--- src/rtl/core/rc4_pkg.sv ---
// Shared types, constants and command codes for the RC4 stream cipher.
`default_nettype none

package rc4_pkg;

  localparam int KEY_STORE_DEPTH = 256;
  localparam int PERM_SIZE       = 256;
  localparam int PERM_AW         = $clog2(PERM_SIZE);
  localparam int LEN_W           = 9;

  localparam logic [1:0] ACT_LOAD  = 2'd0;
  localparam logic [1:0] ACT_SCHED = 2'd1;
  localparam logic [1:0] ACT_DATA  = 2'd2;

  localparam logic KIND_SCHED = 1'b0;
  localparam logic KIND_DATA  = 1'b1;

  typedef struct packed {
    logic [1:0] action;
    logic [7:0] key_index;
    logic [7:0] key_byte;
    logic [7:0] data_in;
  } item_t;

  typedef struct packed {
    logic [7:0] data_out;
    logic       result_kind;
  } result_t;

  typedef enum logic [3:0] {
    S_INIT_FILL,
    S_IDLE,
    S_FILL,
    S_KSA_RD,
    S_KSA_MIX,
    S_KSA_WR1,
    S_KSA_WR2,
    S_SCHED_OUT,
    S_PRGA_J,
    S_PRGA_T,
    S_PRGA_OUT
  } state_t;

  typedef enum logic [3:0] {
    OP_IDLE,
    OP_KEY_LOAD,
    OP_FILL,
    OP_KSA_RD,
    OP_KSA_MIX,
    OP_KSA_WR1,
    OP_KSA_WR2,
    OP_SCHED_OUT,
    OP_PRGA_I,
    OP_PRGA_J,
    OP_PRGA_T,
    OP_PRGA_OUT
  } dp_op_t;

  typedef struct packed {
    dp_op_t op;
  } dp_cmd_t;

  typedef struct packed {
    logic cnt_last;
    logic out_free;
  } dp_sts_t;

endpackage

`default_nettype wire

--- src/rtl/core/rc4_stream_cipher.sv ---
// Top level of the RC4 stream cipher: controller plus datapath.
`default_nettype none

// channel  | handshake                 | payload
// ---------+---------------------------+-------------------------------
// config   | cfg_we                    | cfg_wdata (key_length, 9 bit)
// item     | item_valid / item_ready   | item (action, key, data)
// result   | result_valid / result_ready | result (data_out, result_kind)
//
// After reset a pass loads the identity permutation into all 256 entries; item_ready stays low meanwhile.
// Key load: taken in the idle state. Data byte: PRGA_I (from idle), PRGA_J, PRGA_T and PRGA_OUT, set by the
// dependent S[i], S[j], S[t] reads and swap writes on the one-read permutation RAM.
// Key schedule: accept, fill of 256 entries, KSA_RD/KSA_MIX/KSA_WR1/KSA_WR2 per permutation entry, done beat.
// A full output register stalls only the final step; a new item is taken while a result waits.

module rc4_stream_cipher #(
  parameter int KEY_STORE_DEPTH = rc4_pkg::KEY_STORE_DEPTH
) (
  input  wire logic                      clk,
  input  wire logic                      rst,
  input  wire logic                      cfg_we,
  input  wire logic [rc4_pkg::LEN_W-1:0] cfg_wdata,
  input  wire logic                      item_valid,
  output logic                           item_ready,
  input  wire rc4_pkg::item_t            item,
  output logic                           result_valid,
  input  wire logic                      result_ready,
  output rc4_pkg::result_t               result
);

  rc4_pkg::dp_cmd_t cmd;
  rc4_pkg::dp_sts_t sts;

  rc4_ctrl u_ctrl (
    .clk         (clk),
    .rst         (rst),
    .item_valid  (item_valid),
    .item_action (item.action),
    .item_ready  (item_ready),
    .cmd         (cmd),
    .sts         (sts)
  );

  rc4_dp #(.KEY_STORE_DEPTH(KEY_STORE_DEPTH)) u_dp (
    .clk          (clk),
    .rst          (rst),
    .cfg_we       (cfg_we),
    .cfg_wdata    (cfg_wdata),
    .item         (item),
    .result       (result),
    .result_valid (result_valid),
    .result_ready (result_ready),
    .cmd          (cmd),
    .sts          (sts)
  );

endmodule

`default_nettype wire

--- src/rtl/core/rc4_ram.sv ---
// Generic single-write, single-read RAM with registered read data.
`default_nettype none

module rc4_ram #(
  parameter int WIDTH = 8,
  parameter int DEPTH = 256
) (
  input  wire logic                     clk,
  input  wire logic                     we,
  input  wire logic [$clog2(DEPTH)-1:0] waddr,
  input  wire logic [WIDTH-1:0]         wdata,
  input  wire logic [$clog2(DEPTH)-1:0] raddr,
  output logic      [WIDTH-1:0]         rdata
);

  logic [WIDTH-1:0] mem [DEPTH];

  always_ff @(posedge clk) begin
    if (we) begin
      mem[waddr] <= wdata;
    end
    rdata <= mem[raddr];
  end

endmodule

`default_nettype wire

--- src/rtl/core/rc4_dp.sv ---
// Datapath: permutation and key stores, indices, key schedule and keystream arithmetic.
`default_nettype none

module rc4_dp #(
  parameter int KEY_STORE_DEPTH = rc4_pkg::KEY_STORE_DEPTH
) (
  input  wire logic                     clk,
  input  wire logic                     rst,
  input  wire logic                     cfg_we,
  input  wire logic [rc4_pkg::LEN_W-1:0] cfg_wdata,
  input  wire rc4_pkg::item_t           item,
  output rc4_pkg::result_t              result,
  output logic                          result_valid,
  input  wire logic                     result_ready,
  input  wire rc4_pkg::dp_cmd_t         cmd,
  output rc4_pkg::dp_sts_t              sts
);

  localparam int KW = $clog2(KEY_STORE_DEPTH);
  localparam int AW = rc4_pkg::PERM_AW;
  localparam int LW = rc4_pkg::LEN_W;
  localparam logic [LW-1:0] DEPTH_LEN = LW'(KEY_STORE_DEPTH);

  logic [LW-1:0] key_length;
  logic [LW-1:0] eff_len;
  logic [AW-1:0] cnt;
  logic [KW-1:0] pos;
  logic [LW-1:0] pos_inc;
  logic          pos_last;
  logic [7:0]    acc;
  logic [7:0]    acc_sum;
  logic [7:0]    idx_i;
  logic [7:0]    idx_j;
  logic [7:0]    i_inc;
  logic [7:0]    j_sum;
  logic [7:0]    t_sum;
  logic [7:0]    si;
  logic [7:0]    sj;
  logic [7:0]    t_addr;
  logic          hit_i;
  logic          hit_j;
  logic [7:0]    din;
  logic [7:0]    ks;
  logic          out_free;
  logic          out_load;

  logic          p_we;
  logic [AW-1:0] p_waddr;
  logic [7:0]    p_wdata;
  logic [AW-1:0] p_raddr;
  logic [7:0]    p_rdata;
  logic          k_we;
  logic [KW-1:0] k_waddr;
  logic [7:0]    k_wdata;
  logic [KW-1:0] k_raddr;
  logic [7:0]    k_rdata;

  rc4_ram #(.WIDTH(8), .DEPTH(rc4_pkg::PERM_SIZE)) u_perm (
    .clk   (clk),
    .we    (p_we),
    .waddr (p_waddr),
    .wdata (p_wdata),
    .raddr (p_raddr),
    .rdata (p_rdata)
  );

  rc4_ram #(.WIDTH(8), .DEPTH(KEY_STORE_DEPTH)) u_key (
    .clk   (clk),
    .we    (k_we),
    .waddr (k_waddr),
    .wdata (k_wdata),
    .raddr (k_raddr),
    .rdata (k_rdata)
  );

  always_comb begin
    if (key_length == '0) begin
      eff_len = LW'(1);
    end else if (key_length > DEPTH_LEN) begin
      eff_len = DEPTH_LEN;
    end else begin
      eff_len = key_length;
    end
  end

  assign pos_inc  = LW'(pos) + LW'(1);
  assign pos_last = (pos_inc >= eff_len);
  assign acc_sum  = acc + p_rdata + k_rdata;
  assign i_inc    = idx_i + 8'd1;
  assign j_sum    = idx_j + p_rdata;
  assign t_sum    = si + p_rdata;
  // S[j] is written last, so it wins when t lands on both indices
  assign ks       = hit_j ? si : (hit_i ? sj : p_rdata);
  assign out_free = !result_valid || result_ready;
  assign out_load = out_free &&
                    (cmd.op == rc4_pkg::OP_PRGA_OUT || cmd.op == rc4_pkg::OP_SCHED_OUT);

  assign sts.cnt_last = (cnt == {AW{1'b1}});
  assign sts.out_free = out_free;

  always_comb begin
    p_we    = 1'b0;
    p_waddr = cnt;
    p_wdata = 8'(cnt);
    p_raddr = cnt;
    k_we    = 1'b0;
    k_waddr = item.key_index[KW-1:0];
    k_wdata = item.key_byte;
    k_raddr = pos;
    unique case (cmd.op) inside
      rc4_pkg::OP_KEY_LOAD: begin
        k_we = (LW'(item.key_index) < DEPTH_LEN);
      end
      rc4_pkg::OP_FILL: begin
        p_we = 1'b1;
      end
      rc4_pkg::OP_KSA_MIX: begin
        p_raddr = acc_sum;
      end
      rc4_pkg::OP_KSA_WR1: begin
        p_we    = 1'b1;
        p_wdata = p_rdata;
      end
      rc4_pkg::OP_KSA_WR2: begin
        p_we    = 1'b1;
        p_waddr = acc;
        p_wdata = si;
      end
      rc4_pkg::OP_PRGA_I: begin
        p_raddr = i_inc;
      end
      rc4_pkg::OP_PRGA_J: begin
        p_raddr = j_sum;
      end
      rc4_pkg::OP_PRGA_T: begin
        p_we    = 1'b1;
        p_waddr = idx_i;
        p_wdata = p_rdata;
        p_raddr = t_sum;
      end
      rc4_pkg::OP_PRGA_OUT: begin
        p_we    = 1'b1;
        p_waddr = idx_j;
        p_wdata = si;
        p_raddr = t_addr;
      end
      default: begin
      end
    endcase
  end

  always_ff @(posedge clk) begin
    if (rst) begin
      key_length   <= LW'(1);
      cnt          <= '0;
      idx_i        <= '0;
      idx_j        <= '0;
      result_valid <= 1'b0;
    end else begin
      if (cfg_we) begin
        key_length <= cfg_wdata;
      end
      if (out_load) begin
        result_valid <= 1'b1;
      end else if (result_ready) begin
        result_valid <= 1'b0;
      end
      case (cmd.op) inside
        rc4_pkg::OP_IDLE, rc4_pkg::OP_KEY_LOAD: cnt <= '0;
        rc4_pkg::OP_FILL, rc4_pkg::OP_KSA_WR2:  cnt <= cnt + AW'(1);
        rc4_pkg::OP_SCHED_OUT: begin
          idx_i <= '0;
          idx_j <= '0;
        end
        rc4_pkg::OP_PRGA_I: idx_i <= i_inc;
        rc4_pkg::OP_PRGA_J: idx_j <= j_sum;
        default: begin
        end
      endcase
    end
  end

  always_ff @(posedge clk) begin
    case (cmd.op) inside
      rc4_pkg::OP_IDLE, rc4_pkg::OP_KEY_LOAD: begin
        acc <= '0;
        pos <= '0;
        din <= item.data_in;
      end
      rc4_pkg::OP_KSA_MIX: begin
        si  <= p_rdata;
        acc <= acc_sum;
      end
      rc4_pkg::OP_KSA_WR2: begin
        pos <= pos_last ? '0 : pos_inc[KW-1:0];
      end
      rc4_pkg::OP_PRGA_I: begin
        din <= item.data_in;
      end
      rc4_pkg::OP_PRGA_J: begin
        si <= p_rdata;
      end
      rc4_pkg::OP_PRGA_T: begin
        sj     <= p_rdata;
        t_addr <= t_sum;
        hit_i  <= (t_sum == idx_i);
        hit_j  <= (t_sum == idx_j);
      end
      default: begin
      end
    endcase
    if (out_load) begin
      if (cmd.op == rc4_pkg::OP_PRGA_OUT) begin
        result.data_out    <= din ^ ks;
        result.result_kind <= rc4_pkg::KIND_DATA;
      end else begin
        result.data_out    <= '0;
        result.result_kind <= rc4_pkg::KIND_SCHED;
      end
    end
  end

endmodule

`default_nettype wire

--- src/rtl/core/rc4_ctrl.sv ---
// Controller: sequences reset fill, key schedule and per-byte keystream steps.
`default_nettype none

module rc4_ctrl (
  input  wire logic             clk,
  input  wire logic             rst,
  input  wire logic             item_valid,
  input  wire logic [1:0]       item_action,
  output logic                  item_ready,
  output rc4_pkg::dp_cmd_t      cmd,
  input  wire rc4_pkg::dp_sts_t sts
);

  rc4_pkg::state_t state;
  rc4_pkg::state_t state_next;

  always_ff @(posedge clk) begin
    if (rst) begin
      state <= rc4_pkg::S_INIT_FILL;
    end else begin
      state <= state_next;
    end
  end

  always_comb begin
    state_next = state;
    cmd.op     = rc4_pkg::OP_IDLE;
    item_ready = 1'b0;
    unique case (state)
      rc4_pkg::S_INIT_FILL: begin
        cmd.op = rc4_pkg::OP_FILL;
        if (sts.cnt_last) state_next = rc4_pkg::S_IDLE;
      end
      rc4_pkg::S_IDLE: begin
        item_ready = 1'b1;
        if (item_valid) begin
          unique case (item_action)
            rc4_pkg::ACT_LOAD:  cmd.op = rc4_pkg::OP_KEY_LOAD;
            rc4_pkg::ACT_SCHED: state_next = rc4_pkg::S_FILL;
            rc4_pkg::ACT_DATA: begin
              cmd.op     = rc4_pkg::OP_PRGA_I;
              state_next = rc4_pkg::S_PRGA_J;
            end
            default: begin
            end
          endcase
        end
      end
      rc4_pkg::S_FILL: begin
        cmd.op = rc4_pkg::OP_FILL;
        if (sts.cnt_last) state_next = rc4_pkg::S_KSA_RD;
      end
      rc4_pkg::S_KSA_RD: begin
        cmd.op     = rc4_pkg::OP_KSA_RD;
        state_next = rc4_pkg::S_KSA_MIX;
      end
      rc4_pkg::S_KSA_MIX: begin
        cmd.op     = rc4_pkg::OP_KSA_MIX;
        state_next = rc4_pkg::S_KSA_WR1;
      end
      rc4_pkg::S_KSA_WR1: begin
        cmd.op     = rc4_pkg::OP_KSA_WR1;
        state_next = rc4_pkg::S_KSA_WR2;
      end
      rc4_pkg::S_KSA_WR2: begin
        cmd.op     = rc4_pkg::OP_KSA_WR2;
        state_next = sts.cnt_last ? rc4_pkg::S_SCHED_OUT : rc4_pkg::S_KSA_RD;
      end
      rc4_pkg::S_SCHED_OUT: begin
        cmd.op = rc4_pkg::OP_SCHED_OUT;
        if (sts.out_free) state_next = rc4_pkg::S_IDLE;
      end
      rc4_pkg::S_PRGA_J: begin
        cmd.op     = rc4_pkg::OP_PRGA_J;
        state_next = rc4_pkg::S_PRGA_T;
      end
      rc4_pkg::S_PRGA_T: begin
        cmd.op     = rc4_pkg::OP_PRGA_T;
        state_next = rc4_pkg::S_PRGA_OUT;
      end
      rc4_pkg::S_PRGA_OUT: begin
        // holding here rewrites S[j] with the same value
        cmd.op = rc4_pkg::OP_PRGA_OUT;
        if (sts.out_free) state_next = rc4_pkg::S_IDLE;
      end
      default: begin
        state_next = rc4_pkg::S_IDLE;
      end
    endcase
  end

  a_data_start: assert property (@(posedge clk) disable iff (rst)
    (state == rc4_pkg::S_IDLE && item_valid && item_action == rc4_pkg::ACT_DATA)
    |=> state == rc4_pkg::S_PRGA_J)
    else $error("data beat did not start keystream step");

  a_prga_order: assert property (@(posedge clk) disable iff (rst)
    (state == rc4_pkg::S_PRGA_J) |=> state == rc4_pkg::S_PRGA_T ##1 state == rc4_pkg::S_PRGA_OUT)
    else $error("keystream step out of order");

  a_ksa_loop: assert property (@(posedge clk) disable iff (rst)
    (state == rc4_pkg::S_KSA_WR2 && !sts.cnt_last) |=> state == rc4_pkg::S_KSA_RD)
    else $error("key schedule left its loop early");

  a_out_hold: assert property (@(posedge clk) disable iff (rst)
    ((state == rc4_pkg::S_PRGA_OUT || state == rc4_pkg::S_SCHED_OUT) && !sts.out_free)
    |=> $stable(state))
    else $error("result dropped while output register full");

endmodule

`default_nettype wire

--- config.mk ---
export PLATFORM = sky130hd
export DESIGN_NAME = rc4_stream_cipher
export DESIGN_NICKNAME = d
export VERILOG_FILES = /design/src/rtl/core/rc4_pkg.sv /design/src/rtl/core/rc4_stream_cipher.sv /design/src/rtl/core/rc4_ram.sv /design/src/rtl/core/rc4_dp.sv /design/src/rtl/core/rc4_ctrl.sv
export SDC_FILE = /design/constraint.sdc
export NUM_CORES = 2
export LEC_CHECK = 0
export ABC_CLOCK_PERIOD_IN_PS = 5350
export BUFFER_PORTS_ARGS = -buffer_cell sky130_fd_sc_hd__buf_2
export CAP_MARGIN = 15
export CORE_MARGIN = 4
export CORE_UTILIZATION = 30
export CTS_CLUSTER_SIZE = 40
export DETAILED_ROUTE_END_ITERATION = 12
export PLACE_DENSITY = 0.5
export SYNTH_ARGS = -nofsm -noshare
export SYNTH_HDL_FRONTEND = slang
export SYNTH_SLANG_ARGS = --single-unit
export TNS_END_PERCENT = 1
--- constraint.sdc ---
create_clock -name clk -period 5.35 [get_ports clk]
set_input_delay 0.535 -clock clk [delete_from_list [all_inputs] [get_ports clk]]
set_output_delay 0.535 -clock clk [all_outputs]
set_load 0.02 [all_outputs]
# Word level (Yosys, flattened, before mapping)
# Memories as Yosys holds them, arrays and structs flattened. A register that Yosys moved wholly into a read port is not among the register bits.
# Cells that the tools add are included.
[word_totals]
ramBits = 4096
input_bits = 40
out_inout_bits = 11
memories = 2
word_cells = 138
ff_bits = 97
[mem_list]
columns = ["name", "depth", "word_bits", "read_ports", "rd_ports_with_merged_regs", "wr", "line_no", "text"]
rows = [
  ["u_dp.u_key.mem", 256, 8, 1, 1, 1, "rc4_ram.sv:16", "logic [WIDTH-1:0] mem [DEPTH];"],
  ["u_dp.u_perm.mem", 256, 8, 1, 1, 1, "rc4_ram.sv:16", ""],
]
[op_classes]
n_lt_le_gt_ge = 2
mux = 41
eq_ne = 35
n_bitwise = 7
n_addsub = 7
reduce_logical = 28
[op_table]
columns = ["operator", "count"]
rows = [
  ["$mux W8", 16],
  ["$pmux W4 S10", 2],
  ["$pmux W8 S5", 1],
  ["$add A8 B8 Y8", 4],
  ["$eq A4 B3 Y1 const B", 8],
  ["$eq A4 B4 Y1 const B", 7],
  ["$pmux W8 S3", 1],
  ["$mux W4", 5],
  ["$mux W9", 2],
  ["$add A8 B1 Y8 const B", 2],
  ["$eq A8 B8 Y1", 2],
  ["$pmux W4 S2", 2],
  ["$pmux W8 S2", 1],
  ["$eq A4 B2 Y1 const B", 3],
  ["$ne A2 B1 Y1 const B", 6],
  ["$reduce_or A2 Y1", 6],
  ["$mux W1", 10],
  ["$reduce_bool A2 Y1", 5],
  ["$add A8 B1 Y9 const B", 1],
  ["$ge A9 B9 Y1", 1],
  ["$gt A9 B9 Y1 const B", 1],
  ["$logic_not A9 Y1", 1],
  ["$eq A4 B1 Y1 const B", 2],
  ["$eq A8 B8 Y1 const B", 1],
  ["other kinds (19)", 30],
]

# Logic depth before layout (Yosys ltp)
[logic_depth]
depth_word = 9
mapped_depth = 21

# By module
# From an unflattened synthesis, not the netlist that was laid out.
[unflattened]
hier_cells = 8184
area_unflattened_um2 = 165540.0
[by_module_without_submodules]
columns = ["module", "area_each_um2", "cells_each", "n_inst"]
rows = [
  ["rc4_ram", 79556.3, 3733, 2],
  ["rc4_dp", 6055.8, 670, 1],
  ["rc4_ctrl", 371.6, 48, 1],
]

# Worst setup path before layout
# No wires, ideal clock.
[synth_timing]
kind = "register to register"
from = "reg u_ctrl.state[3]"
to = "mem u_dp.u_perm.mem[0][0], data pin"
stages_incl_launch_ff = 7
synth_period_minus_slack_ps = 5316
setup_slack_ps = 34
path_buffers = 2
arrival_ps = 4546
path_cell_list = "dfxtp_1 -> clkbuf_1 -> clkbuf_1 -> xnor2_1 -> nor3b_1 -> a222oi_1 -> inv_1"
[synth_between]
elab_chain_cells = 6
word_cells_on_any_way = 20
cone_classes = "eq/ne (14); mux (2); reduce/logical (4)"
[synth_rtl]
columns = ["element", "line_no", "text"]
rows = [
  ["start: declaration", "rc4_ctrl.sv:14", "rc4_pkg::state_t state;"],
  ["start signal: assignment", "rc4_ctrl.sv:19", "state <= rc4_pkg::S_INIT_FILL;"],
  ["start signal: assignment", "rc4_ctrl.sv:21", "state <= state_next;"],
  ["$eq A4 B2 Y1 or $logic_not A4 Y1 (tied branches)", "rc4_ctrl.sv:29", "unique case (state)"],
  ["$reduce_or A2 Y1 (no source line)", "--", ""],
  ["$pmux W4 S10 *", "rc4_ctrl.sv:29", ""],
  ["$eq A4 B3 Y1 (no source line) or $eq A4 B4 Y1 (tied branches)", "--", ""],
  ["$reduce_or A2 Y1 (no source line)", "--", ""],
  ["$pmux W8 S2 *", "rc4_dp.sv:110", "unique case (cmd.op) inside"],
  ["net u_dp.p_wdata[0]", "rc4_dp.sv:49", "logic [7:0] p_wdata;"],
  ["end: declaration", "rc4_ram.sv:16", ""],
]
# Mark *: on every way through the listed nets, which the timed path passes. The rest lies on a longest branch.

# Final worst setup path
[layout_timing]
from = "reg u_ctrl.state[2]"
to = "reg u_dp.u_perm.rdata[0] (read register of u_dp.u_perm.mem)"
[layout_between]
elab_chain_cells = 5
word_cells_on_any_way = 19
cone_classes = "eq/ne (15); mux (2); reduce/logical (2)"
[layout_rtl]
columns = ["element", "line_no", "text"]
rows = [
  ["$eq A4 B2 Y1 or $logic_not A4 Y1 (tied branches)", "rc4_ctrl.sv:29", ""],
  ["$reduce_or A2 Y1 (no source line)", "--", ""],
  ["$pmux W4 S10 *", "rc4_ctrl.sv:29", ""],
  ["$eq A4 B4 Y1 or $eq A4 B3 Y1 (tied branches)", "--", ""],
  ["$pmux W8 S5 *", "rc4_dp.sv:110", ""],
  ["end: declaration", "rc4_ram.sv:13", "output logic [WIDTH-1:0] rdata"],
]
# Mark *: on every way between the ends. The rest lies on a longest branch, timed or not.
# A chain may end at the register's enable or synchronous reset.

==> out/results.md <==
• **Post-synth EDFFs** 4139
• **top cells by instance count after synthesis** sky130_fd_sc_hd__edfxtp_1, sky130_fd_sc_hd__nand2_1, sky130_fd_sc_hd__mux4_2
• **Port Buffer Count** 50
• **placed cell count** 17600
• **Achievable Freq** 189 MHz
• **Critical Path Sink Type** register
• **count of unique library cells instantiated by Yosys** 89
• **worst relative slew slack** 17.0%
• **main area contributors after synthesis** sky130_fd_sc_hd__edfxtp_1, sky130_fd_sc_hd__mux4_2, sky130_fd_sc_hd__nand2_1
• **Tmin final** 5.30 ns
• **Leakage Power** 61.5 nW
• **die width** 756 µm
• **reported max-cap violation count** 0
• **Post-Route Skew** 0.0447 ns
• **number of optimization iterations in the first detailed-route pass** 8
• **average detailed-routed wire length per instance** 27.8 µm
• **violation count after the first detailed-routing iteration** 12000
• **Total Routing Usage GR** 17.3%
• **Inserted Clock Buffers** 423
• **Final period util** 99.0%
• **vias in the first global route** 95500
• **Max VDD drop** 0.267 mV
• **endpoints failing hold** 0
• **clock transition at the register clock pins on the worst setup and hold paths after CTS** 0.06 ns
• **Yosys warning count** 0
• **kind of start point of the critical path** register
• **count of nets after finishing** 10600
• **sum of net half-perimeters after detailed placement** 321000 µm
• **Detail Route Antenna Nets** 0
• **number of stages on the worst hold path** 2
• **drt drc** 0
• **post-synthesis instance area** 0.168 mm²
• **Most used DFF post-synth** sky130_fd_sc_hd__edfxtp_1
• **outcome** finished, final reports clean
• **clock buffer depth** 4
• **fraction of final layout cells with drive strength greater than 1** 18.9%
• **Yosys top cell area share** 74.0%
• **Critical Path AT** 6.25 ns
• **full die area** 0.572 mm²
• **drt total wl** 511000 µm
• **number of top-level design ports** 51
• **source-to-sink clock delay at the later pin of the worst-skew pair** 1.03 ns
• **routed via count** 96500
• **Seq cells post-synth** 4209
• **critical path peak fanout** 18
• **non-filler cells in the finished layout** 18400
• **number of standard-cell rows in the floorplan** 274
• **CP Class** reg2reg
• **initial core utilization** 30.1%
• **Fillers** 52400
• **synthesized area per cell** 16.6 µm²
• **# clock sinks** 4209
• **Power Total** 68.8 mW
• **RSZ-0062 raised after global routing** yes
• **CTS tree** done
• **cell type with the highest aggregate area in the netlist** sky130_fd_sc_hd__edfxtp_1
• **initial antenna violation count** 30
• **core region area** 0.557 mm²
• **depth of the most critical reg-to-reg path** 16
• **Syn-to-layout area delta** 16.0%
• **Gate Count Post-Synth** 10100
• **proportion of synthesized chip area in sequential cells** 74.9%
• **number of H-tree branching levels** 5
• **library cell with the highest instance count after synthesis** sky130_fd_sc_hd__edfxtp_1
• **data required time at the worst endpoint** 6.31 ns
• **Setup Viol. Count Final** 0
• **vertical extent of the die** 756 µm
• **global-route wire length before repair** 727000 µm
• **share of synthesized flip-flops with an asynchronous set or reset** 0%
• **via-per-instance ratio** 5.25
• **count of pins over their slew limit** 0
• **remaining global-route overflow** 0
• **gpl congestion** 0.905
• **Hold Path Class** in2reg
• **worst-margin pin slew** 1.24 ns
• **number of nets produced by synthesis** 10200
• **largest net degree at the start of global routing** 169
• **clock tree root driver cell** sky130_fd_sc_hd__clkbuf_16
• **ratio of total power to cell area** 353 mW/mm²
• **Sum Neg Setup Slack** 0 ns
-- area by class of cell --
| class | instances | area, µm² | area share (%) |
|---|---|---|---|
| clock buffers | 536 | 11300 | 5.80 |
| inverters | 33 | 186 | 0.0957 |
| flip-flops and latches | 4209 | 126000 | 64.5 |
| well taps | 7452 | 9320 | 4.79 |
| multi-input cells | 5171 | 39300 | 20.2 |
| diodes | 9 | 22.5 | 0.0116 |
| repair buffers | 718 | 6970 | 3.58 |
| clock inverters | 230 | 2070 | 1.06 |
-- report_power, final --
group / total (mW) / internal (mW) / switching, mW
registers: 36.2 / 36.1 / 0.0526
logic: 3.54 / 1.03 / 2.51
clock network: 29.0 / 16.3 / 12.8
total: 68.8 / 53.4 / 15.3
-- cell families (layout without fill, tap and decap cells) --
kind of cell               after synthesis  count (layout)  share of synthesized area (%)
AOI/OAI and AO/OA                     1015            1015                           4.50
xor gates and xnor gates                58              58                          0.303
adders and majority gates               42              42                          0.358
buffers and inverters                  719            1517                           1.91
DFF                                   4209            4209                           74.9
muxes                                  737             737                           9.57
other                                    0               9                              0
and+or+nand+nor                       3319            3319                           8.50
-- sequential cells by signal, indices dropped and copies added (netlist names) --
name / flops
u_dp.idx_i: 8
u_dp.si: 8
u_dp.idx_j: 8
u_dp.k_raddr: 8
u_dp.result_valid: 1
u_dp.u_perm.rdata: 8
u_dp.din: 8
u_dp.u_key.rdata: 8
u_dp.hit_j: 1
u_dp.sj: 8
u_dp.u_perm.mem: 2048
u_dp.u_key.mem: 2048
u_dp.acc: 8
u_ctrl.state: 4
u_dp.t_addr: 8
u_dp.key_length: 9
u_dp.cnt: 8
u_dp.hit_i: 1
u_dp.result: 9
-- repair_timing --
item / in CTS / in global routing
gates resized for setup: 5 / 16
pin swaps: 0 / 2
setup buffers: 0 / 0
hold buffers: 28 / 0
endpoints found under the hold margin: 18 / 0
endpoints found under the setup margin: 4 / 7
-- metrics by stage --
stage / hold slack [ns] / area (µm²) / setup slack (ns) / util, %
after floorplan: 0.462 / 168000 / 0.0339 / -
after global placement: 0.484 / 181000 / -0.392 / 32.5
after detailed placement: 0.493 / 181000 / -0.187 / 32.5
after CTS: 0.0349 / 195000 / 0.0236 / 34.9
after global routing: 0.0471 / 195000 / -0.0514 / 35.0
final: 0.130 / 195000 / 0.0533 / 35.0
-- worst paths after layout --
check	startpoint	end	slack, ns
setup / recovery	u_ctrl.state[2]	u_dp.u_perm.rdata[0]	0.05
hold / removal	rst	u_dp.key_length[7]	0.13
setup reg to reg	u_ctrl.state[2]	u_dp.u_perm.rdata[0]	0.05
hold reg to reg	u_dp.acc[1]	u_dp.acc[1]	0.51
-- placed cells by master (no fill, tap or decap), types with 12 or more instances in the layout --
cell                            netlist  routed
sky130_fd_sc_hd__a211oi_1           187     182
sky130_fd_sc_hd__a21o_1              25      24
sky130_fd_sc_hd__a21oi_1             90      90
sky130_fd_sc_hd__a222oi_1            13      13
sky130_fd_sc_hd__a22oi_1             15      15
sky130_fd_sc_hd__a311oi_1           302     296
sky130_fd_sc_hd__a31oi_1            152     149
sky130_fd_sc_hd__a32oi_1             25      25
sky130_fd_sc_hd__and3_1             285     284
sky130_fd_sc_hd__buf_12               0     123
sky130_fd_sc_hd__buf_2              239      42
sky130_fd_sc_hd__buf_4               33     515
sky130_fd_sc_hd__bufinv_16            0      28
sky130_fd_sc_hd__clkbuf_1           314      90
sky130_fd_sc_hd__clkbuf_16            0     428
sky130_fd_sc_hd__clkbuf_8             0      26
sky130_fd_sc_hd__clkinv_1             1      82
sky130_fd_sc_hd__clkinv_2             0      81
sky130_fd_sc_hd__dfxtp_1             70      64
sky130_fd_sc_hd__dlygate4sd3_1        0      28
sky130_fd_sc_hd__edfxtp_1          4139    4139
sky130_fd_sc_hd__ha_1                32      32
sky130_fd_sc_hd__inv_1               30      22
sky130_fd_sc_hd__mux2i_1             42      42
sky130_fd_sc_hd__mux4_2             694     694
sky130_fd_sc_hd__nand2_1           1746    1746
sky130_fd_sc_hd__nand3_1            497     496
sky130_fd_sc_hd__nand4_1             18      18
sky130_fd_sc_hd__nor2_1             618     612
sky130_fd_sc_hd__nor3_1              51      49
sky130_fd_sc_hd__nor4_1              20      16
sky130_fd_sc_hd__o211ai_1            12      12
sky130_fd_sc_hd__o21ai_0             76      69
sky130_fd_sc_hd__o22ai_1             31      31
sky130_fd_sc_hd__xnor2_1             33      33
sky130_fd_sc_hd__xor2_1              25      25
-- per-layer routing --
metal	part of all wire (%)	global-route usage, %
met1	42	23.9
met2	47	28.0
met3	7.2	2.55
met4	3.8	5.99
met5	0.011	0
-- critical path, cell delays in order, from the launching register on --
cell                       delay (ns)
sky130_fd_sc_hd__dfxtp_1         0.46
sky130_fd_sc_hd__buf_4           0.28
sky130_fd_sc_hd__or3b_2          0.54
sky130_fd_sc_hd__o211ai_1        0.17
sky130_fd_sc_hd__nand2_1         0.20
sky130_fd_sc_hd__a222oi_1        0.79
sky130_fd_sc_hd__nand2_1         0.38
sky130_fd_sc_hd__buf_4           0.28
sky130_fd_sc_hd__nor2_2          0.20
sky130_fd_sc_hd__buf_12          0.21
sky130_fd_sc_hd__nand2_1         0.14
sky130_fd_sc_hd__buf_4           0.21
sky130_fd_sc_hd__o22ai_1         0.19
sky130_fd_sc_hd__nor2_1          0.12
sky130_fd_sc_hd__buf_4           0.15
sky130_fd_sc_hd__a211oi_1        0.67
sky130_fd_sc_hd__or4_1           0.23
(Power assumes the default switching activity.)
